## config.mk

```make
export PLATFORM = sky130hd
export DESIGN_NAME = kvrt_ctrl
export DESIGN_NICKNAME = d
export VERILOG_FILES = /design/src/rtl/core/kvrt_pkg.sv /design/src/rtl/core/kvrt_ctrl.sv
export SDC_FILE = /design/constraint.sdc
export NUM_CORES = 1
export LEC_CHECK = 0
export BUFFER_PORTS_ARGS = -buffer_cell sky130_fd_sc_hd__buf_2
export CAP_MARGIN = 15
export CORE_AREA = 2 2 39 41
export DETAILED_ROUTE_END_ITERATION = 10
export DIE_AREA = 0 0 41 43
export SETUP_SLACK_MARGIN = 0.02
export SYNTH_ARGS = -nofsm -noshare
export SYNTH_HDL_FRONTEND = slang
export SYNTH_SLANG_ARGS = --single-unit
export TNS_END_PERCENT = 50
```

## constraint.sdc

```tcl
create_clock -name clk -period 1.56 [get_ports clk]
set_clock_uncertainty 0.1 [all_clocks]
set_input_delay 0.312 -clock clk [delete_from_list [all_inputs] [get_ports clk]]
set_output_delay 0.312 -clock clk [all_outputs]
set_load 0.01 [all_outputs]
```

## src/rtl/core/kvrt_pkg.sv

```systemverilog
`timescale 1ns / 1ps
// ----------------------------------------------------------------------------
// kvrt_pkg
// Shared types and constants for the key/value registry table.
// ----------------------------------------------------------------------------
package kvrt_pkg;

    localparam int KEY_W  = 64;
    localparam int VAL_W  = 64;
    localparam int REQ_W  = 2;
    localparam int FILL_W = 9;

    // request codes; code 3 is a no-op
    localparam logic [REQ_W-1:0] REQ_REGISTER = 2'd0;
    localparam logic [REQ_W-1:0] REQ_LOOKUP   = 2'd1;
    localparam logic [REQ_W-1:0] REQ_CLEAR    = 2'd2;

    localparam logic signed [VAL_W-1:0] MISS_VALUE = '1;

    // controller -> datapath
    typedef struct packed {
        logic load;    // latch request on accept
        logic scan;    // scan in progress
        logic finish;  // commit result and table update
    } kvrt_cmd_t;

    // datapath -> controller
    typedef struct packed {
        logic hit;       // compared entry matches the key
        logic scan_end;  // no entry left to compare, nothing in flight
    } kvrt_sts_t;

endpackage

```

## src/rtl/core/kvrt_ctrl.sv

```systemverilog
`timescale 1ns / 1ps
// ----------------------------------------------------------------------------
// kvrt_ctrl
// Sequencer: idle / scan, issues load, scan and finish to the datapath.
// ----------------------------------------------------------------------------
module kvrt_ctrl
    import kvrt_pkg::*;
(
    input  logic      clk,
    input  logic      rst_n,
    input  logic      start,
    input  kvrt_sts_t sts,
    output kvrt_cmd_t cmd,
    output logic      busy,
    output logic      done
);

    typedef enum logic [1:0] {
        ST_IDLE = 2'b01,
        ST_SCAN = 2'b10
    } state_t;

    state_t state_reg, state_next;
    logic   done_reg, done_next;

    always_comb
    begin
        state_next = state_reg;
        cmd        = '0;
        unique case (state_reg)
            ST_IDLE:
            begin
                if (start)
                begin
                    cmd.load   = 1'b1;
                    state_next = ST_SCAN;
                end
            end
            ST_SCAN:
            begin
                cmd.scan = 1'b1;
                if (sts.hit || sts.scan_end)
                begin
                    cmd.finish = 1'b1;
                    state_next = ST_IDLE;
                end
            end
            default:
            begin
                state_next = ST_IDLE;
            end
        endcase
        done_next = cmd.finish;
    end

    always_ff @(posedge clk or negedge rst_n)
    begin
        if (!rst_n)
        begin
            state_reg <= ST_IDLE;
            done_reg  <= 1'b0;
        end
        else
        begin
            state_reg <= state_next;
            done_reg  <= done_next;
        end
    end

    assign busy = (state_reg != ST_IDLE);
    assign done = done_reg;

endmodule

```

# After elaboration in Yosys (flattened, before gate mapping)
# Index checks and enable logic that the tools add are counted.
classes:
  n_addsub: 0
  mul: 0
  div_mod_pow: 0
  order_cmp: 0
  n_eq_ne: 5
  shifts: 0
  mux: 7
  bitwise_logic: 0
  n_reduce_logical: 2
ops:
  columns: ["op", "count"]
  rows:
  - ["$mux 2", 3]
  - ["$ne 2x2->1 const B", 2]
  - ["$pmux 2 s2", 1]
  - ["$mux 1", 3]
  - ["$eq 2x1->1 const B", 1]
  - ["$eq 2x2->1 const B", 1]
  - ["$ne 2x1->1 const B", 1]
  - ["$reduce_and 2->1", 1]
  - ["$logic_or 1x1->1", 1]
word_totals:
  ff_bits: 3
  latchBits: 0
  ramBits: 0
  rom_bits: 0
  input_bits: 5
  out_inout_bits: 5
  elab_cells: 16
  mem_count: 0

# Depth between registers and ports, before layout
depth:
  word_depth: 3
  depth_mapped: 2
  ltp_nobuf: 2

# Worst setup path after synthesis
# OpenSTA, ideal clock, no wires.
synth_timing:
  path_type: "reg-to-output"
  start: "reg state_reg[0]"
  end: "out cmd[0] in the netlist's numbering"
  arrival_ns: 0.780
  required_ns: 1.148
  slack_ns: 0.368
  path_stages_with_launch: 3
  n_path_buf: 0
  cell_sequence: "dfstp_2 > nor2b_2 > and2b_1"
synth_rtl:
  columns: ["element", "line", "rtl"]
  rows:
  - ["start: declaration", "kvrt_ctrl.sv:23", "state_t state_reg, state_next;"]
  - ["start signal: assignment", "kvrt_ctrl.sv:65", "state_reg <= state_next;"]
  - ["end: declaration", "kvrt_ctrl.sv:13", "output kvrt_cmd_t cmd,"]

==> metrics.yaml <==
status:
  outcome: "complete, no violations"
setup_path:
  cp_data_required_time_ns: 1.15
  cp_cell_sequence: "nor2b_4 -> and2b_1 -> buf_2"
  critPathSlowestCell: "dfstp_2"
  crit_type: "reg -> out"
  worst-path-stages: 3
  worstPathMaxFanout: 3
  rrSetupSlack_ns: 0.34
  crit_path_end_kind: "output port"
  arrival_ns: 1.14
  reg2regPathDepth: 4
  slowest_delay_ns: 0.56
  timing.rr.end: "done"
  path_buf_inv: 1
  start_kind: "flip-flop"
  cp_top_family: "flip-flops"
  r2r_start: "state_reg[0]"
routing:
  wl_per_cell_um: 8.558
  drc: 0
  ant_nets: 0
  drt-pass1-iter-count: 2
  drt_first_iter_violations: 1
  routed_wl_um: 368
  viasPerCell: 3.070
  vias: 132
place:
  io_buffers: 9
  place_congestion: 0.5822
  hpwl_um: 251
  placedCellCount: 35
logic_synthesis:
  yosys_register_bits: 3
  synth_area_um2: 127.6
  synth-seq-area-share_pct: 59.80
  yosysWarnings: 0
  synthCells: 10
  synth_nets: 15
  synth_area_per_cell_um2: 12.76
  ys_types: 9
global_routing:
  grt_pass1_wl_um: 572
  grt.overflow.total: 0
  grt_use_total_pct: 5.841
  grt_pass1_vias: 129
  grt_max_degree: 4
  antenna_found_initial: 0
timing:
  grt_setup_unrepaired: "true"
  worstMarginPinSlew_ns: 0.1793
  holdWs_ns: 0.2942
  hold_violations: 0
  fin_setup_tns_ns: 0
  min_period_ns: 1.550
  fmax_ghz: 0.6452
  period_share_pct: 99.36
  setup_viol: 0
  timing.slew.headroom_pct: 88.00
  drv_slew: 0
pwr:
  power_density_nw_per_um2: 1144
  worst_ir_drop_vdd_mv: 0.3080
  p_leak_nw: 0.1457
clocking:
  clkTransAtPathRegs_ns: 0.04
  cts.sinks: 3
  clk_path_buf_depth: 2
  worstSkewPairLatency_ns: 0.23
  cts-root-buf: "clkbuf_4"
  cts-buffers-inserted: 3
  cts_tree: "done"
  cts.htree.levels: 1
final_layout:
  areaGrowthSynthToFinish_pct: 110.8
  final_common_cell: "buf_2"
  final_cells: 43
  layout-drive-gt1-share_pct: 66.67
  final_nets: 33
  layout_common_cells: "buf_2, clkbuf_4, buf_4, dfrtp_1, buf_6"
  largest_register_ffs: 2
  num_antenna_cells: 0
  final_core_util_pct: 19.44
floorplan:
  die_area_um2: 1763
  initial_utilization_pct: 9.222
  die_h_um: 43
  die_width_um: 41
  pin_count: 10
  rows: 14
  coreArea_um2: 1384
min_path:
  hold_end: "state_reg[0]"
  holdPathStages: 3
  min_from: "sts[1]"
  hp-class: "in -> reg"
run:
  cap_violations: 0
## worst min-delay path, stage by stage
cell and delay [ns]:
buf_2 0.08, nor2_1 0.05, a21oi_1 0.14
## cell families after synthesis
kind of cell     Yosys count  share of synthesized area [%]
AND/OR/NAND/NOR            5                          30.39
flip-flops                 3                          59.81
AO/OA/AOI/OAI              2                          9.802
## through the flow
stage                     worst slack (ns)  total power [mW]  cell area [µm²]
after CTS                         0.009578            0.3050            249.0
after global placement              0.2229            0.1503            192.7
after global routing              -0.02600            0.3289            269.0
final                             0.009988            0.3079            269.0
after detailed placement            0.2333            0.1508            192.7
after floorplan                     0.3684            0.1268            127.6
## synth_stat cells
library cell  count  area [µm²]
nor2b_2           1       8.760
and2b_1           1       7.510
and3b_4           1       12.51
a21o_1            1       7.510
nor2_1            1       3.750
a21oi_1           1       5.000
dfstp_2           1       26.28
nand2b_1          1       6.260
dfrtp_1           2       50.05
## how the worst max path moves through the flow
stage / from / slack [ns] / end
6_report: state_reg[0] / 0.01 / cmd[0]
5_1_grt: state_reg[0] / -0.03 / cmd[0]
4_1_cts: state_reg[0] / 0.01 / cmd[0]
3_5_place_dp: sts[0] / 0.23 / cmd[0]
3_3_place_gp: sts[0] / 0.22 / cmd[0]
2_1_floorplan: state_reg[0] / 0.37 / cmd[0]
## where the power goes
group / switching (mW) / leakage, nW / internal [mW]
registers: 0.00906 / 0.0371 / 0.0907
clock network: 0.0404 / 0.0150 / 0.0959
logic: 0.0274 / 0.0936 / 0.0444
## timing repair
| action | CTS | global route |
|---|---|---|
| hold buffers | 1 | 0 |
| endpoints found under the hold margin | 3 | 0 |
| gates resized for setup | 1 | 2 |
| pin swaps | 0 | 1 |
| endpoints found under the setup margin | 1 | 3 |
| setup buffers | 2 | 1 |
## per-layer routing
metal	vias up	GRT usage [%]	routed length, µm
li1	69	-	-
met1	51	7.143	196
met2	10	4.375	94
met3	2	6.806	74
met4	0	6.000	4
met5	-	0	0
## final cells by class
type | count | area [µm²]
multi-input combinational | 7 | 56.30
sequential | 3 | 76.32
timing repair buffer | 13 | 90.09
tap | 16 | 20.02
fill | 159 | 1115
clock buffer | 4 | 26.28
(Power assumes the default switching activity.)
